[config.mk]
export PLATFORM = sky130hd
export DESIGN_NAME = mu_group_admission_table
export DESIGN_NICKNAME = d
export VERILOG_FILES = /design/src/hdl/mgat_pkg.sv /design/src/hdl/mu_group_admission_table.sv /design/src/hdl/mgat_ram.sv /design/src/hdl/mgat_scan.sv
export VERILOG_INCLUDE_DIRS = /design/src /design/src/hdl
export SDC_FILE = /design/constraint.sdc
export NUM_CORES = 2
export LEC_CHECK = 0
export BUFFER_PORTS_ARGS = -buffer_cell sky130_fd_sc_hd__buf_4
export CORE_MARGIN = 4
export CORE_UTILIZATION = 28
export CTS_CLUSTER_SIZE = 8
export DETAILED_ROUTE_END_ITERATION = 7
export PLACE_DENSITY = 0.44
export SYNTH_ARGS = -nofsm -noshare
export SYNTH_HDL_FRONTEND = slang
export SYNTH_SLANG_ARGS = --single-unit
export TNS_END_PERCENT = 100
[constraint.sdc]
create_clock -name i_clk -period 7 [get_ports i_clk]
set_input_delay 1.05 -clock i_clk [delete_from_list [all_inputs] [get_ports i_clk]]
set_output_delay 1.05 -clock i_clk [all_outputs]
set_load 0.02 [all_outputs]
[src/hdl/mu_group_admission_table_assert.svh]
// Assertion macros shared by the MU group admission table RTL.
// No dependencies; included by the top level.
`ifndef MU_GROUP_ADMISSION_TABLE_ASSERT_SVH
`define MU_GROUP_ADMISSION_TABLE_ASSERT_SVH
`ifndef SYNTHESIS
// same-cycle implication
`define MGAT_ASSERT_IMPL(label, clk, rst_n, ante, cons) \
    label: assert property (@(posedge clk) disable iff (!rst_n) (ante) |-> (cons)) \
        else $error("mgat assertion failed (same cycle)");
// next-cycle implication
`define MGAT_ASSERT_NEXT(label, clk, rst_n, ante, cons) \
    label: assert property (@(posedge clk) disable iff (!rst_n) (ante) |=> (cons)) \
        else $error("mgat assertion failed (next cycle)");
`else
`define MGAT_ASSERT_IMPL(label, clk, rst_n, ante, cons)
`define MGAT_ASSERT_NEXT(label, clk, rst_n, ante, cons)
`endif
`endif

[src/hdl/mgat_pkg.sv]
// Types, constants and helpers for the MU group admission table.
// No dependencies; imported by every module but the generic RAM.
package mgat_pkg;

    localparam int GROUP_COUNT     = 8;
    localparam int USERS_PER_GROUP = 8;

    localparam int GIDX_W   = (GROUP_COUNT > 1) ? $clog2(GROUP_COUNT) : 1;
    localparam int IDX_W    = $clog2(USERS_PER_GROUP);
    localparam int CNT_W    = $clog2(USERS_PER_GROUP + 1);
    localparam int ADDR_W   = GIDX_W + IDX_W;
    localparam int MEM_DEPTH = 1 << ADDR_W;
    // worst case of all member stream counts in one group
    localparam int SUM_W    = $clog2(USERS_PER_GROUP * 255 + 1);

    localparam int CFG_IDX_W = 2;

    localparam logic [4:0] STREAM_CAP_LIMIT = 5'd16;
    localparam logic [4:0] UL_MIN_RANK      = 5'd2;

    localparam logic signed [7:0] RST_MIN_RSSI    = -8'sd82;
    localparam logic signed [7:0] RST_MIN_SNR     = 8'sd10;
    localparam logic [4:0]        RST_MAX_STREAMS = 5'd16;

    // group flag bits
    localparam int FL_DL  = 0;
    localparam int FL_UL  = 1;
    localparam int FL_ACT = 2;

    typedef enum logic [2:0] {
        OP_ADD    = 3'd0,
        OP_REMOVE = 3'd1,
        OP_SET    = 3'd2,
        OP_START  = 3'd3,
        OP_STOP   = 3'd4
    } t_op;

    typedef enum logic [2:0] {
        ST_OK       = 3'd0,
        ST_INVALID  = 3'd1,
        ST_EXISTS   = 3'd2,
        ST_NOSPACE  = 3'd3,
        ST_NOTFOUND = 3'd4,
        ST_BUSY     = 3'd5
    } t_status;

    typedef enum logic [CFG_IDX_W-1:0] {
        CFG_MIN_RSSI    = 2'd0,
        CFG_MIN_SNR     = 2'd1,
        CFG_MAX_STREAMS = 2'd2
    } t_cfg_reg;

    typedef enum logic [2:0] {
        S_IDLE,
        S_SCAN,
        S_DECIDE,
        S_SHIFT,
        S_FINISH
    } t_state;

    // one member slot as held in the member RAM
    typedef struct packed {
        logic [7:0] id;
        logic [7:0] corr;
        logic [7:0] iso;
        logic [4:0] rank;
        logic [7:0] streams;
        logic       ready;
    } t_entry;

    typedef struct packed {
        logic             clear;
        logic             check;
        logic [IDX_W-1:0] idx;
    } t_scan_ctl;

    typedef struct packed {
        logic             found;
        logic             bad;
        logic [IDX_W-1:0] pos;
        t_entry           word;
        logic [SUM_W-1:0] sum;
    } t_scan_stat;

    function automatic logic [4:0] stream_cap(input logic [4:0] max_streams);
        return (max_streams > STREAM_CAP_LIMIT) ? STREAM_CAP_LIMIT : max_streams;
    endfunction

    function automatic logic [3:0] count4(input logic [CNT_W-1:0] c);
        logic [7:0] w;
        w = 8'(c);
        return w[3:0];
    endfunction

endpackage

[src/hdl/mu_group_admission_table.sv]
// MU-MIMO group admission table: top level, sequencer and group state.
// Depends on mgat_pkg, mgat_ram, mgat_scan and the assertion macro header.
//
// Usage:
//  Requests enter on the input channel (i_in_valid / o_in_stall) and carry
//  one operation on one group. Each request gives exactly one result on the
//  output channel (o_out_valid / i_out_stall).
//  Configuration registers are written through i_cfg_valid / o_cfg_ready;
//  the port is always ready. Write them only while no request is in flight.
//  Timing: a request walks the n members of its group through the member RAM
//  one slot per cycle, then decides; a remove then walks the slots above the
//  removed member again to move each one down for compaction. The next
//  request is taken only after the result is loaded into the output register.
//  Out-of-range groups skip the walk and go straight to the result.
//  The result sits in an output register: while it is stalled the block
//  accepts and processes the next request, holding only at the final load.
//  Reset clears all groups (empty, idle, not ready), loads the register
//  defaults and drops o_out_valid. The member RAM is not cleared; only slots
//  below a group's user count are ever read.
`include "mu_group_admission_table_assert.svh"

module mu_group_admission_table (
    input  logic                              i_clk,
    input  logic                              i_rst_n,

    input  logic                              i_in_valid,
    output logic                              o_in_stall,
    input  logic [2:0]                        i_operation,
    input  logic [7:0]                        i_group_index,
    input  logic [7:0]                        i_user_id,
    input  logic signed [7:0]                 i_rssi_dbm,
    input  logic signed [7:0]                 i_snr_db,
    input  logic [7:0]                        i_correlation,
    input  logic [7:0]                        i_isolation,
    input  logic [4:0]                        i_rank,
    input  logic [7:0]                        i_stream_request,

    output logic                              o_out_valid,
    input  logic                              i_out_stall,
    output logic [2:0]                        o_status,
    output logic [3:0]                        o_user_count,
    output logic [4:0]                        o_stream_total,
    output logic                              o_downlink_ready,
    output logic                              o_uplink_ready,
    output logic                              o_group_active,
    output logic                              o_user_ready,

    input  logic                              i_cfg_valid,
    output logic                              o_cfg_ready,
    input  logic [mgat_pkg::CFG_IDX_W-1:0]    i_cfg_index,
    input  logic [7:0]                        i_cfg_data
);
    import mgat_pkg::*;

    // state machine
    t_state r_state, n_state;

    // captured request
    logic [2:0]        r_op;
    logic              r_gidx_bad;
    logic [GIDX_W-1:0] r_gidx;
    logic [7:0]        r_uid;
    logic signed [7:0] r_rssi;
    logic signed [7:0] r_snr;
    logic [7:0]        r_corr;
    logic [7:0]        r_iso;
    logic [4:0]        r_rank;
    logic [7:0]        r_req;

    // configuration
    logic signed [7:0] r_min_rssi;
    logic signed [7:0] r_min_snr;
    logic [4:0]        r_max_streams;
    logic [4:0]        cap;

    // group state
    logic [CNT_W-1:0]  r_grp_users   [GROUP_COUNT];
    logic [4:0]        r_grp_streams [GROUP_COUNT];
    logic [2:0]        r_grp_flags   [GROUP_COUNT];
    logic [CNT_W-1:0]  cur_users;
    logic [4:0]        cur_streams;
    logic [2:0]        cur_flags;

    // slot walk
    logic [CNT_W-1:0]  r_rd_idx;
    logic [CNT_W-1:0]  r_shift_end;
    logic              r_chk_vld;
    logic [IDX_W-1:0]  r_chk_idx;

    // per-request result
    t_status           r_res_status;
    logic              r_res_ready;

    // output register
    logic              r_out_valid;
    t_status           r_out_status;
    logic [3:0]        r_out_count;
    logic [4:0]        r_out_streams;
    logic [2:0]        r_out_flags;
    logic              r_out_ready;

    // FSM outputs
    logic              c_accept;
    logic              c_issue;
    logic              c_decide;
    logic              c_shift;
    logic              c_load;

    // decision logic
    t_status           d_status;
    logic              d_ready;
    logic              d_wr;
    logic [IDX_W-1:0]  d_wr_pos;
    t_entry            d_wr_word;
    logic              d_upd;
    logic [CNT_W-1:0]  d_users;
    logic [4:0]        d_streams;
    logic [2:0]        d_flags;
    logic              d_shift;
    logic              found_ready;
    logic [5:0]        add_sum;
    logic [SUM_W-1:0]  set_total;

    // memory and scan unit
    logic              ram_wr_en;
    logic [ADDR_W-1:0] ram_wr_addr;
    t_entry            ram_wr_data;
    logic [ADDR_W-1:0] ram_rd_addr;
    t_entry            ram_rd_data;
    t_scan_ctl         scan_ctl;
    t_scan_stat        scan_stat;

    assign cap         = stream_cap(r_max_streams);
    assign cur_users   = r_grp_users[r_gidx];
    assign cur_streams = r_grp_streams[r_gidx];
    assign cur_flags   = r_grp_flags[r_gidx];

    assign o_in_stall  = (r_state != S_IDLE);
    assign o_cfg_ready = 1'b1;

    // ---------------------------------------------------------------- FSM
    always_comb begin
        n_state = r_state;
        case (r_state)
            S_IDLE: begin
                if (c_accept) begin
                    n_state = (i_group_index >= 8'(GROUP_COUNT)) ? S_FINISH : S_SCAN;
                end
            end
            S_SCAN: begin
                if (!c_issue) begin
                    n_state = S_DECIDE;
                end
            end
            S_DECIDE: begin
                n_state = d_shift ? S_SHIFT : S_FINISH;
            end
            S_SHIFT: begin
                if (!c_issue) begin
                    n_state = S_FINISH;
                end
            end
            S_FINISH: begin
                if (c_load) begin
                    n_state = S_IDLE;
                end
            end
            default: begin
                n_state = S_IDLE;
            end
        endcase
    end

    always_comb begin
        c_accept = 1'b0;
        c_issue  = 1'b0;
        c_decide = 1'b0;
        c_shift  = 1'b0;
        c_load   = 1'b0;
        case (r_state)
            S_IDLE: begin
                c_accept = i_in_valid;
            end
            S_SCAN: begin
                c_issue = (r_rd_idx < cur_users);
            end
            S_DECIDE: begin
                c_decide = 1'b1;
            end
            S_SHIFT: begin
                c_issue = (r_rd_idx < r_shift_end);
                c_shift = r_chk_vld;
            end
            S_FINISH: begin
                c_load = !r_out_valid || !i_out_stall;
            end
            default: begin
                c_accept = 1'b0;
            end
        endcase
    end

    always_ff @(posedge i_clk) begin
        if (!i_rst_n) begin
            r_state <= S_IDLE;
        end else begin
            r_state <= n_state;
        end
    end

    // ------------------------------------------------------- request capture
    always_ff @(posedge i_clk) begin
        if (c_accept) begin
            r_op       <= i_operation;
            r_gidx_bad <= (i_group_index >= 8'(GROUP_COUNT));
            r_gidx     <= i_group_index[GIDX_W-1:0];
            r_uid      <= i_user_id;
            r_rssi     <= i_rssi_dbm;
            r_snr      <= i_snr_db;
            r_corr     <= i_correlation;
            r_iso      <= i_isolation;
            r_rank     <= i_rank;
            r_req      <= i_stream_request;
        end
    end

    // ---------------------------------------------------------- configuration
    always_ff @(posedge i_clk) begin
        if (!i_rst_n) begin
            r_min_rssi    <= RST_MIN_RSSI;
            r_min_snr     <= RST_MIN_SNR;
            r_max_streams <= RST_MAX_STREAMS;
        end else if (i_cfg_valid && o_cfg_ready) begin
            case (i_cfg_index)
                CFG_MIN_RSSI: begin
                    r_min_rssi <= i_cfg_data;
                end
                CFG_MIN_SNR: begin
                    r_min_snr <= i_cfg_data;
                end
                CFG_MAX_STREAMS: begin
                    r_max_streams <= i_cfg_data[4:0];
                end
                default: begin
                    r_max_streams <= r_max_streams;
                end
            endcase
        end
    end

    // -------------------------------------------------------------- slot walk
    always_ff @(posedge i_clk) begin
        if (!i_rst_n) begin
            r_chk_vld <= 1'b0;
        end else begin
            r_chk_vld <= c_issue;
        end
    end

    always_ff @(posedge i_clk) begin
        if (c_accept) begin
            r_rd_idx <= '0;
        end else if (c_issue) begin
            r_rd_idx <= r_rd_idx + CNT_W'(1);
        end else if (c_decide && d_shift) begin
            r_rd_idx <= CNT_W'(scan_stat.pos) + CNT_W'(1);
        end
        if (c_decide && d_shift) begin
            r_shift_end <= cur_users;
        end
        r_chk_idx <= r_rd_idx[IDX_W-1:0];
    end

    assign ram_rd_addr = {r_gidx, r_rd_idx[IDX_W-1:0]};

    assign scan_ctl.clear = c_accept;
    assign scan_ctl.check = r_chk_vld && (r_state == S_SCAN);
    assign scan_ctl.idx   = r_chk_idx;

    mgat_scan u_scan (
        .i_clk         (i_clk),
        .i_rst_n       (i_rst_n),
        .i_ctl         (scan_ctl),
        .i_entry       (ram_rd_data),
        .i_user_id     (r_uid),
        .i_correlation (r_corr),
        .i_isolation   (r_iso),
        .o_stat        (scan_stat)
    );

    // ---------------------------------------------------------------- decide
    assign found_ready = scan_stat.found & scan_stat.word.ready;
    assign add_sum     = {1'b0, cur_streams} + {1'b0, r_rank};
    assign set_total   = scan_stat.sum + SUM_W'(r_req);

    always_comb begin
        d_status  = ST_INVALID;
        d_ready   = found_ready;
        d_wr      = 1'b0;
        d_wr_pos  = scan_stat.pos;
        d_wr_word = scan_stat.word;
        d_upd     = 1'b0;
        d_users   = cur_users;
        d_streams = cur_streams;
        d_flags   = cur_flags;
        d_shift   = 1'b0;
        case (r_op)
            OP_ADD: begin
                if (scan_stat.found) begin
                    d_status = ST_EXISTS;
                end else if (cur_users >= CNT_W'(USERS_PER_GROUP)) begin
                    d_status = ST_NOSPACE;
                end else if (r_rssi < r_min_rssi || r_snr < r_min_snr) begin
                    d_status = ST_INVALID;
                end else if (scan_stat.bad) begin
                    d_status = ST_INVALID;
                end else if (add_sum > {1'b0, cap}) begin
                    d_status = ST_NOSPACE;
                end else begin
                    d_status          = ST_OK;
                    d_ready           = 1'b0;
                    d_wr              = 1'b1;
                    d_wr_pos          = cur_users[IDX_W-1:0];
                    d_wr_word.id      = r_uid;
                    d_wr_word.corr    = r_corr;
                    d_wr_word.iso     = r_iso;
                    d_wr_word.rank    = r_rank;
                    d_wr_word.streams = '0;
                    d_wr_word.ready   = 1'b0;
                    d_upd             = 1'b1;
                    d_users           = cur_users + CNT_W'(1);
                    d_streams         = add_sum[4:0];
                    if (cur_users >= CNT_W'(1)) begin
                        d_flags[FL_DL] = 1'b1;
                        if (r_rank >= UL_MIN_RANK) begin
                            d_flags[FL_UL] = 1'b1;
                        end
                    end
                end
            end
            OP_REMOVE: begin
                d_ready = 1'b0;
                if (!scan_stat.found) begin
                    d_status = ST_NOTFOUND;
                end else begin
                    d_status  = ST_OK;
                    d_upd     = 1'b1;
                    d_shift   = 1'b1;
                    d_users   = cur_users - CNT_W'(1);
                    d_streams = (cur_streams >= scan_stat.word.rank) ?
                                cur_streams - scan_stat.word.rank : 5'd0;
                    if (cur_users <= CNT_W'(2)) begin
                        d_flags[FL_DL] = 1'b0;
                        d_flags[FL_UL] = 1'b0;
                    end
                end
            end
            OP_SET: begin
                if (r_req > 8'(cap)) begin
                    d_status = ST_INVALID;
                end else if (!scan_stat.found) begin
                    d_status = ST_NOTFOUND;
                end else begin
                    // count is stored even when the group total overflows
                    d_wr              = 1'b1;
                    d_wr_word.streams = r_req;
                    if (set_total <= SUM_W'(cap)) begin
                        d_status        = ST_OK;
                        d_wr_word.ready = 1'b1;
                        d_ready         = 1'b1;
                    end else begin
                        d_status = ST_NOSPACE;
                    end
                end
            end
            OP_START: begin
                if (cur_flags[FL_ACT]) begin
                    d_status = ST_BUSY;
                end else if (cur_users == '0) begin
                    d_status = ST_INVALID;
                end else begin
                    d_status        = ST_OK;
                    d_upd           = 1'b1;
                    d_flags[FL_ACT] = 1'b1;
                end
            end
            OP_STOP: begin
                d_status        = ST_OK;
                d_upd           = 1'b1;
                d_flags[FL_ACT] = 1'b0;
            end
            default: begin
                d_status = ST_INVALID;
            end
        endcase
    end

    always_ff @(posedge i_clk) begin
        if (c_decide) begin
            r_res_status <= d_status;
            r_res_ready  <= d_ready;
        end
    end

    always_ff @(posedge i_clk) begin
        if (!i_rst_n) begin
            for (int g = 0; g < GROUP_COUNT; g++) begin
                r_grp_users[g]   <= '0;
                r_grp_streams[g] <= '0;
                r_grp_flags[g]   <= '0;
            end
        end else if (c_decide && d_upd) begin
            r_grp_users[r_gidx]   <= d_users;
            r_grp_streams[r_gidx] <= d_streams;
            r_grp_flags[r_gidx]   <= d_flags;
        end
    end

    // ---------------------------------------------------------- member RAM
    // compaction writes slot j-1 while slot j+1 is being read
    always_comb begin
        if (c_shift) begin
            ram_wr_en   = 1'b1;
            ram_wr_addr = {r_gidx, r_chk_idx - IDX_W'(1)};
            ram_wr_data = ram_rd_data;
        end else begin
            ram_wr_en   = c_decide && d_wr;
            ram_wr_addr = {r_gidx, d_wr_pos};
            ram_wr_data = d_wr_word;
        end
    end

    mgat_ram #(
        .WIDTH ($bits(t_entry)),
        .DEPTH (MEM_DEPTH)
    ) u_member_ram (
        .i_clk     (i_clk),
        .i_wr_en   (ram_wr_en),
        .i_wr_addr (ram_wr_addr),
        .i_wr_data (ram_wr_data),
        .i_rd_en   (c_issue),
        .i_rd_addr (ram_rd_addr),
        .o_rd_data (ram_rd_data)
    );

    // -------------------------------------------------------- output register
    always_ff @(posedge i_clk) begin
        if (!i_rst_n) begin
            r_out_valid <= 1'b0;
        end else if (c_load) begin
            r_out_valid <= 1'b1;
        end else if (!i_out_stall) begin
            r_out_valid <= 1'b0;
        end
    end

    always_ff @(posedge i_clk) begin
        if (c_load) begin
            if (r_gidx_bad) begin
                r_out_status  <= ST_INVALID;
                r_out_count   <= '0;
                r_out_streams <= '0;
                r_out_flags   <= '0;
                r_out_ready   <= 1'b0;
            end else begin
                r_out_status  <= r_res_status;
                r_out_count   <= count4(cur_users);
                r_out_streams <= cur_streams;
                r_out_flags   <= cur_flags;
                r_out_ready   <= r_res_ready;
            end
        end
    end

    assign o_out_valid      = r_out_valid;
    assign o_status         = r_out_status;
    assign o_user_count     = r_out_count;
    assign o_stream_total   = r_out_streams;
    assign o_downlink_ready = r_out_flags[FL_DL];
    assign o_uplink_ready   = r_out_flags[FL_UL];
    assign o_group_active   = r_out_flags[FL_ACT];
    assign o_user_ready     = r_out_ready;

    // ------------------------------------------------------------- assertions
    `MGAT_ASSERT_NEXT(a_busy_after_accept, i_clk, i_rst_n, i_in_valid && !o_in_stall, o_in_stall)
    `MGAT_ASSERT_NEXT(a_no_repeat, i_clk, i_rst_n, o_out_valid && !i_out_stall && r_state != S_FINISH, !o_out_valid)
    `MGAT_ASSERT_IMPL(a_stream_cap, i_clk, i_rst_n, o_out_valid, o_stream_total <= STREAM_CAP_LIMIT)
    `MGAT_ASSERT_IMPL(a_ul_needs_dl, i_clk, i_rst_n, o_out_valid && o_uplink_ready, o_downlink_ready)

endmodule

[src/hdl/mgat_ram.sv]
// Generic single-write, single-read RAM with registered read data.
// No dependencies.
module mgat_ram #(
    parameter  int WIDTH  = 8,
    parameter  int DEPTH  = 16,
    localparam int ADDR_W = $clog2(DEPTH)
) (
    input  logic              i_clk,
    input  logic              i_wr_en,
    input  logic [ADDR_W-1:0] i_wr_addr,
    input  logic [WIDTH-1:0]  i_wr_data,
    input  logic              i_rd_en,
    input  logic [ADDR_W-1:0] i_rd_addr,
    output logic [WIDTH-1:0]  o_rd_data
);

    logic [WIDTH-1:0] r_mem [DEPTH];
    logic [WIDTH-1:0] r_rd_data;

    always_ff @(posedge i_clk) begin
        if (i_wr_en) begin
            r_mem[i_wr_addr] <= i_wr_data;
        end
        if (i_rd_en) begin
            r_rd_data <= r_mem[i_rd_addr];
        end
    end

    assign o_rd_data = r_rd_data;

endmodule

[src/hdl/mgat_scan.sv]
// Shared compare/accumulate unit applied to one member slot per cycle.
// Depends on mgat_pkg.
module mgat_scan (
    input  logic                  i_clk,
    input  logic                  i_rst_n,
    input  mgat_pkg::t_scan_ctl   i_ctl,
    input  mgat_pkg::t_entry      i_entry,
    input  logic [7:0]            i_user_id,
    input  logic [7:0]            i_correlation,
    input  logic [7:0]            i_isolation,
    output mgat_pkg::t_scan_stat  o_stat
);
    import mgat_pkg::*;

    logic             r_found;
    logic             r_bad;
    logic [IDX_W-1:0] r_pos;
    t_entry           r_word;
    logic [SUM_W-1:0] r_sum;

    logic             match;
    logic             viol;

    assign match = (i_entry.id == i_user_id);
    // new user must not be more correlated or less isolated than any member
    assign viol  = (i_correlation > i_entry.corr) || (i_isolation < i_entry.iso);

    always_ff @(posedge i_clk) begin
        if (!i_rst_n) begin
            r_found <= 1'b0;
            r_bad   <= 1'b0;
        end else if (i_ctl.clear) begin
            r_found <= 1'b0;
            r_bad   <= 1'b0;
        end else if (i_ctl.check) begin
            if (match) begin
                r_found <= 1'b1;
            end
            if (viol) begin
                r_bad <= 1'b1;
            end
        end
    end

    always_ff @(posedge i_clk) begin
        if (i_ctl.clear) begin
            r_sum <= '0;
        end else if (i_ctl.check) begin
            // the addressed user's own count is replaced by the request later
            r_sum <= r_sum + (match ? SUM_W'(0) : SUM_W'(i_entry.streams));
            if (match) begin
                r_pos  <= i_ctl.idx;
                r_word <= i_entry;
            end
        end
    end

    assign o_stat.found = r_found;
    assign o_stat.bad   = r_bad;
    assign o_stat.pos   = r_pos;
    assign o_stat.word  = r_word;
    assign o_stat.sum   = r_sum;

endmodule
# ---- Word level (Yosys, flattened, before mapping)
# Memory sizes are Yosys's and may differ from the RTL's. A register that Yosys moved wholly into a read port is not among the register bits.
# Index checks and enable logic that the tools add are counted.
dict set report op_classes {
  add_sub_neg 9
  magnitude_cmp 16
  n_eq_ne 16
  muxes 115
  n_bitwise 3
  n_reduce_logical 26
}
# operator count
set ops {}
lappend ops {{two-way mux 38 bit} 6}
lappend ops {{two-way mux 3 bit} 24}
lappend ops {{two-way mux 5 bit} 9}
lappend ops {{two-way mux 1 bit} 38}
lappend ops {{two-way mux 4 bit} 9}
lappend ops {{one-hot mux 3 bit (5 select lines)} 2}
lappend ops {{two-way mux 29 bit} 1}
lappend ops {{two-way mux 2 bit} 14}
lappend ops {{less-than comparator 8 bit} 3}
lappend ops {{two-way mux 9 bit} 2}
lappend ops {{one-hot mux 9 bit (2 select lines)} 1}
lappend ops {{== test 3 x 2 -> 1 bit (second input constant)} 4}
lappend ops {{adder 11 bit} 1}
lappend ops {{adder 11 x 8 -> 11 bit} 1}
lappend ops {{<= comparator 11 x 5 -> 1 bit} 1}
lappend ops {{one-hot mux 5 bit (2 select lines)} 1}
lappend ops {{AND reduction 2 bit} 5}
lappend ops {{adder 4 x 1 -> 4 bit (second input constant)} 2}
lappend ops {{== test 8 bit} 1}
lappend ops {{greater-or-equal comparator 8 x 4 -> 1 bit (second input constant)} 1}
lappend ops {{> comparator 8 x 5 -> 1 bit} 1}
lappend ops {{> comparator 8 bit} 1}
lappend ops {{less-than comparator 4 bit} 2}
lappend ops {{two-way mux 8 bit} 1}
lappend ops {{other kinds (39)} 54}
dict set report word_totals {
  regBits 171
  ram_bits 2528
  input_bits 79
  output_inout_bits 19
  wordCells 225
  n_memories 4
}
# name words word_bits rd rd_ports_with_merged_regs write_ports line
set memory_table {}
lappend memory_table {u_member_ram.r_mem 64 38 1 1 1 mgat_ram.sv:17} ;# logic [WIDTH-1:0] r_mem [DEPTH];
lappend memory_table {r_grp_streams 8 5 1 1 8 mu_group_admission_table.sv:78} ;# logic [4:0] r_grp_streams [GROUP_COUNT];
lappend memory_table {r_grp_users 8 4 1 1 8 mu_group_admission_table.sv:77} ;# logic [CNT_W-1:0] r_grp_users [GROUP_COUNT];
lappend memory_table {r_grp_flags 8 3 1 1 8 mu_group_admission_table.sv:79} ;# logic [2:0] r_grp_flags [GROUP_COUNT];

# ---- Longest topological paths before layout
dict set report depth {
  word_depth 15
  ltp_mapped 22
}

# ---- Cells and area by module
# Synthesis repeated with hierarchy kept, for this count alone.
dict set report hier_totals {
  cells_unflattened 5216
  hier_area_um2 107242.9
}
# module n_inst cells_per_inst area_per_inst_um2 seq_area_each_um2
set modules_own_cells {}
lappend modules_own_cells {mgat_ram 1 3993 93435.9 74171.1}
lappend modules_own_cells {mu_group_admission_table 1 1001 11153.2 6125.9}
lappend modules_own_cells {mgat_scan 1 222 2653.8 1491.4}

# ---- Worst setup path after synthesis
# Ideal clock, no wire load.
dict set report synth_path {
  path_kind {register to register}
  start {register with a tool-made name}
  end {memory u_member_ram.r_mem[0][23] (netlist name), data pin}
  setup_ns 0.702
  arrival_time_ns 6.825
  required_ns 6.298
  slack_ns -0.526
  stages_incl_launch_ff 22
  n_path_buf 5
  synth_period_minus_slack_ns 7.526
  cell_sequence {dfxtp_1 -> buf_2 -> buf_6 -> buf_2 -> mux4_2 -> mux2i_1 -> inv_1 -> ha_1 -> fa_1 -> a21o_1 -> a21oi_1 -> xnor2_1 -> ha_1 -> nor2_1 -> a21oi_1 -> o31ai_1 -> nand3_1 -> nor2_2 -> buf_4 -> buf_4 -> mux2i_1 -> o21ai_0}
}
# element line
set synth_lines {}
lappend synth_lines {{to (decl)} mgat_ram.sv:17}

==> results.sh <==
export IMPL_outcome="finished clean"
export IMPL_fin_ws_ns=0.5122
export IMPL_cts_resized=0
export IMPL_cts_sinks=2740
export IMPL_hp_start="i_snr_db[2]"
export IMPL_cts_clk_slew_worst_paths_ns=0.05
export IMPL_required_ns=7.54
export IMPL_whs_ns=0.3033
export IMPL_fmax_mhz=154.1
export IMPL_syn_to_final_growth_pct=18.94
export IMPL_grt_start_max_net_pins=94
export IMPL_ios=98
export IMPL_fin_worst_skew_ns=0.07882
export IMPL_start_util_pct=28.09
export IMPL_finalSetupViolCount=0
export IMPL_slowest_stage="dfxtp_1"
export IMPL_max_cap_violations=0
export IMPL_yosysMostFrequentCell="edfxtp_1"
export IMPL_synth_main_ff_cell="edfxtp_1"
export IMPL_max_slew_margin_pct=3.205
export IMPL_drv_slew=0
export IMPL_layout_worst_path_cycle_share_pct=92.68
export IMPL_cp_end_kind="flop"
export IMPL_grt_util_all_layers_pct=16.10
export IMPL_cts_setup_buffers=0
export IMPL_rsz0062_at_grt="false"
export IMPL_dieArea_mm2=0.3935
export IMPL_overflow=0
export IMPL_grt_met1_usage_pct=21.65
export IMPL_syn_area_per_cell_um2=21.57
export IMPL_synthArstFlopShare_pct=0
export IMPL_cts_max_level=5
export IMPL_p_per_area_mw_per_mm2=281.3
export IMPL_syn_inst=4979
export IMPL_synthesis_nets=5144
export IMPL_drc=0
export IMPL_grt_pass1_vias=54992
export IMPL_io_buffer_count=96
export IMPL_wl_per_cell_um=30.25
export IMPL_vdd_drop_max_mv=0.2095
export IMPL_hold_violations=0
export IMPL_setup_tns_ns=0
export IMPL_pre_cts_ws_ns=0.6315
export IMPL_fin_crit_ns=6.488
export IMPL_leakage_nw=38.97
export IMPL_drive_above_1_share_pct=29.88
export IMPL_core_area_mm2=0.3823
export IMPL_antenna_left=0
export IMPL_clock_path_buffers=4
export IMPL_yosys_top_cells_area="edfxtp_1, mux4_2, mux2i_1, ha_1, dfxtp_1"
export IMPL_netlist_area_leader_share_pct=75.24
export IMPL_antenna_found_initial=24
export IMPL_hold_path_class="in2reg"
export IMPL_syn_area_mm2=0.1074
export IMPL_yosys_warnings=0
export IMPL_cp_start_kind="flop"
export IMPL_layoutNonFillerInstCount=10643
export IMPL_cp_arrival_ns=7.03
export IMPL_seq_area_frac_synth_pct=76.16
export IMPL_dp_cells=10155
export IMPL_ys_types=76
export IMPL_cp_slowest_stage_delay_ns=0.63
export IMPL_cts_tree="built"
export IMPL_num_vias=52541
export IMPL_hpwl_um=196400
export IMPL_cts_buffers=383
export IMPL_die_height_um=627.3
export IMPL_busiest_layer="met2"
export IMPL_use_met2_pct=27.17
export IMPL_worstPathCellList="buf_4 -> mux4_2 -> mux2i_1 -> inv_1 -> ha_1 -> xnor2_1 -> ha_1 -> o21ai_0 -> a21oi_1 -> o31ai_1 -> and3_4 -> a21oi_1 -> o21ai_2 -> nand2_1 -> nor2_4 -> buf_4"
export IMPL_final_nets=5667
export IMPL_insertion_delay_ns=0.93
export IMPL_crit_fanout=20
export IMPL_gp_congestion=0.7854
export IMPL_ys_ff_latch=2740
export IMPL_die_x_um=627.3
export IMPL_rows=227
export IMPL_dr_pass1_iters=8
export IMPL_power_mw=35.94
export IMPL_avgViaCountPerCell=4.937
export IMPL_synth_common_cells="edfxtp_1, mux4_2, nor2_1"
export IMPL_crit_type="reg2reg"
export IMPL_grt_pass1_wl_um=446700
export IMPL_ctsHoldBuffers=0
export IMPL_drt_total_wl_um=322000
export IMPL_initialDrtViolationCount=5120
export IMPL_clockRootBuffer="clkbuf_16"
export IMPL_synth_edf_count=2691
export IMPL_grtUsageMet3_pct=2.622
export IMPL_synth_area_leader_cell="edfxtp_1"
export IMPL_worst_slew_pin_slew_ns=1.412
stage by stage:
step	area (um2)	utilization (%)
after floorplan	107400	-
after global placement	117300	30.67
after detailed placement	117300	30.67
after CTS	127700	33.41
after global routing	127700	33.41
final	127700	33.41
cell type report:
class                      count  area [um2]
fill                       35741      254600
sequential                  2740       81800
multi-input combinational   1923       25270
clock buffer                 446        9884
tap                         5038        6304
timing repair buffer         381        3611
clock inverter                32       564.3
inverter                      73       276.5
antenna                       10       25.02
state kept, by name, indices dropped and copies added, names as in the netlist, 11 cells and up, named ones only:
name / flops
r_grp_flags: 24
r_grp_streams: 40
r_grp_users: 32
u_member_ram.o_rd_data: 38
u_member_ram.r_mem: 2432
u_scan.o_stat: 38
u_scan.r_sum: 11
layout by cell type (no fill, tap or decap), drive strengths merged, types with 28 or more instances in the layout:
master,instances
buf,381
nand3,35
dfxtp,49
clkbuf,446
inv,85
mux4,723
edfxtp,2691
o21ai,94
mux2i,203
nor2b,28
o22ai,69
ha,82
a21oi,53
nor2,236
nor3,31
nand2,166
power breakdown:
group	internal [mW]	total [mW]	switching [mW]
registers	18.0	18.1	0.0719
clock network	9.85	16.6	6.78
logic	0.417	1.24	0.825
cells by family (layout without fill, tap and decap cells):
logic type	Yosys count	after routing	share of synthesized area, %
AOI/OAI and AO/OA	313	313	1.885
xor gates and xnor gates	24	24	0.2027
adders and majority gates	86	86	1.030
buffers and inverters	316	932	1.217
DFF	2740	2740	76.16
muxes	935	935	17.17
other	1	11	0.003492
and+or+nand+nor	564	564	2.335
per-layer routing:
metal	wire, um	share of wire [%]
met1	137500	43
met2	159200	49
met3	17680	5.5
met4	7630	2.4
met5	0	0
path summary, 6_finish.rpt:
| check | endpoint | slack (ns) | cells past startpoint |
|---|---|---|---|
| setup / recovery | u_member_ram.r_mem[52][14]$_DFFE_PP_ | 0.51 | 16 |
| hold / removal | r_snr[2]$_DFFE_PP_ | 0.30 | 1 |
| setup reg to reg | u_member_ram.r_mem[52][14]$_DFFE_PP_ | 0.51 | 16 |
| hold reg to reg | u_scan.r_pos[0]$_DFFE_PP_ | 0.42 | 0 |
worst max-delay path: cells and delay by family (launching register included):
family / cells / cell delay (ns)
DFF: 1 / 0.63
xor gates and xnor gates: 1 / 0.32
buffers and inverters: 3 / 0.96
and+or+nand+nor: 3 / 1.29
muxes: 2 / 0.77
AOI/OAI and AO/OA: 5 / 1.43
adders and majority gates: 2 / 0.67
Note: power is estimated with default switching activity, not from simulation.
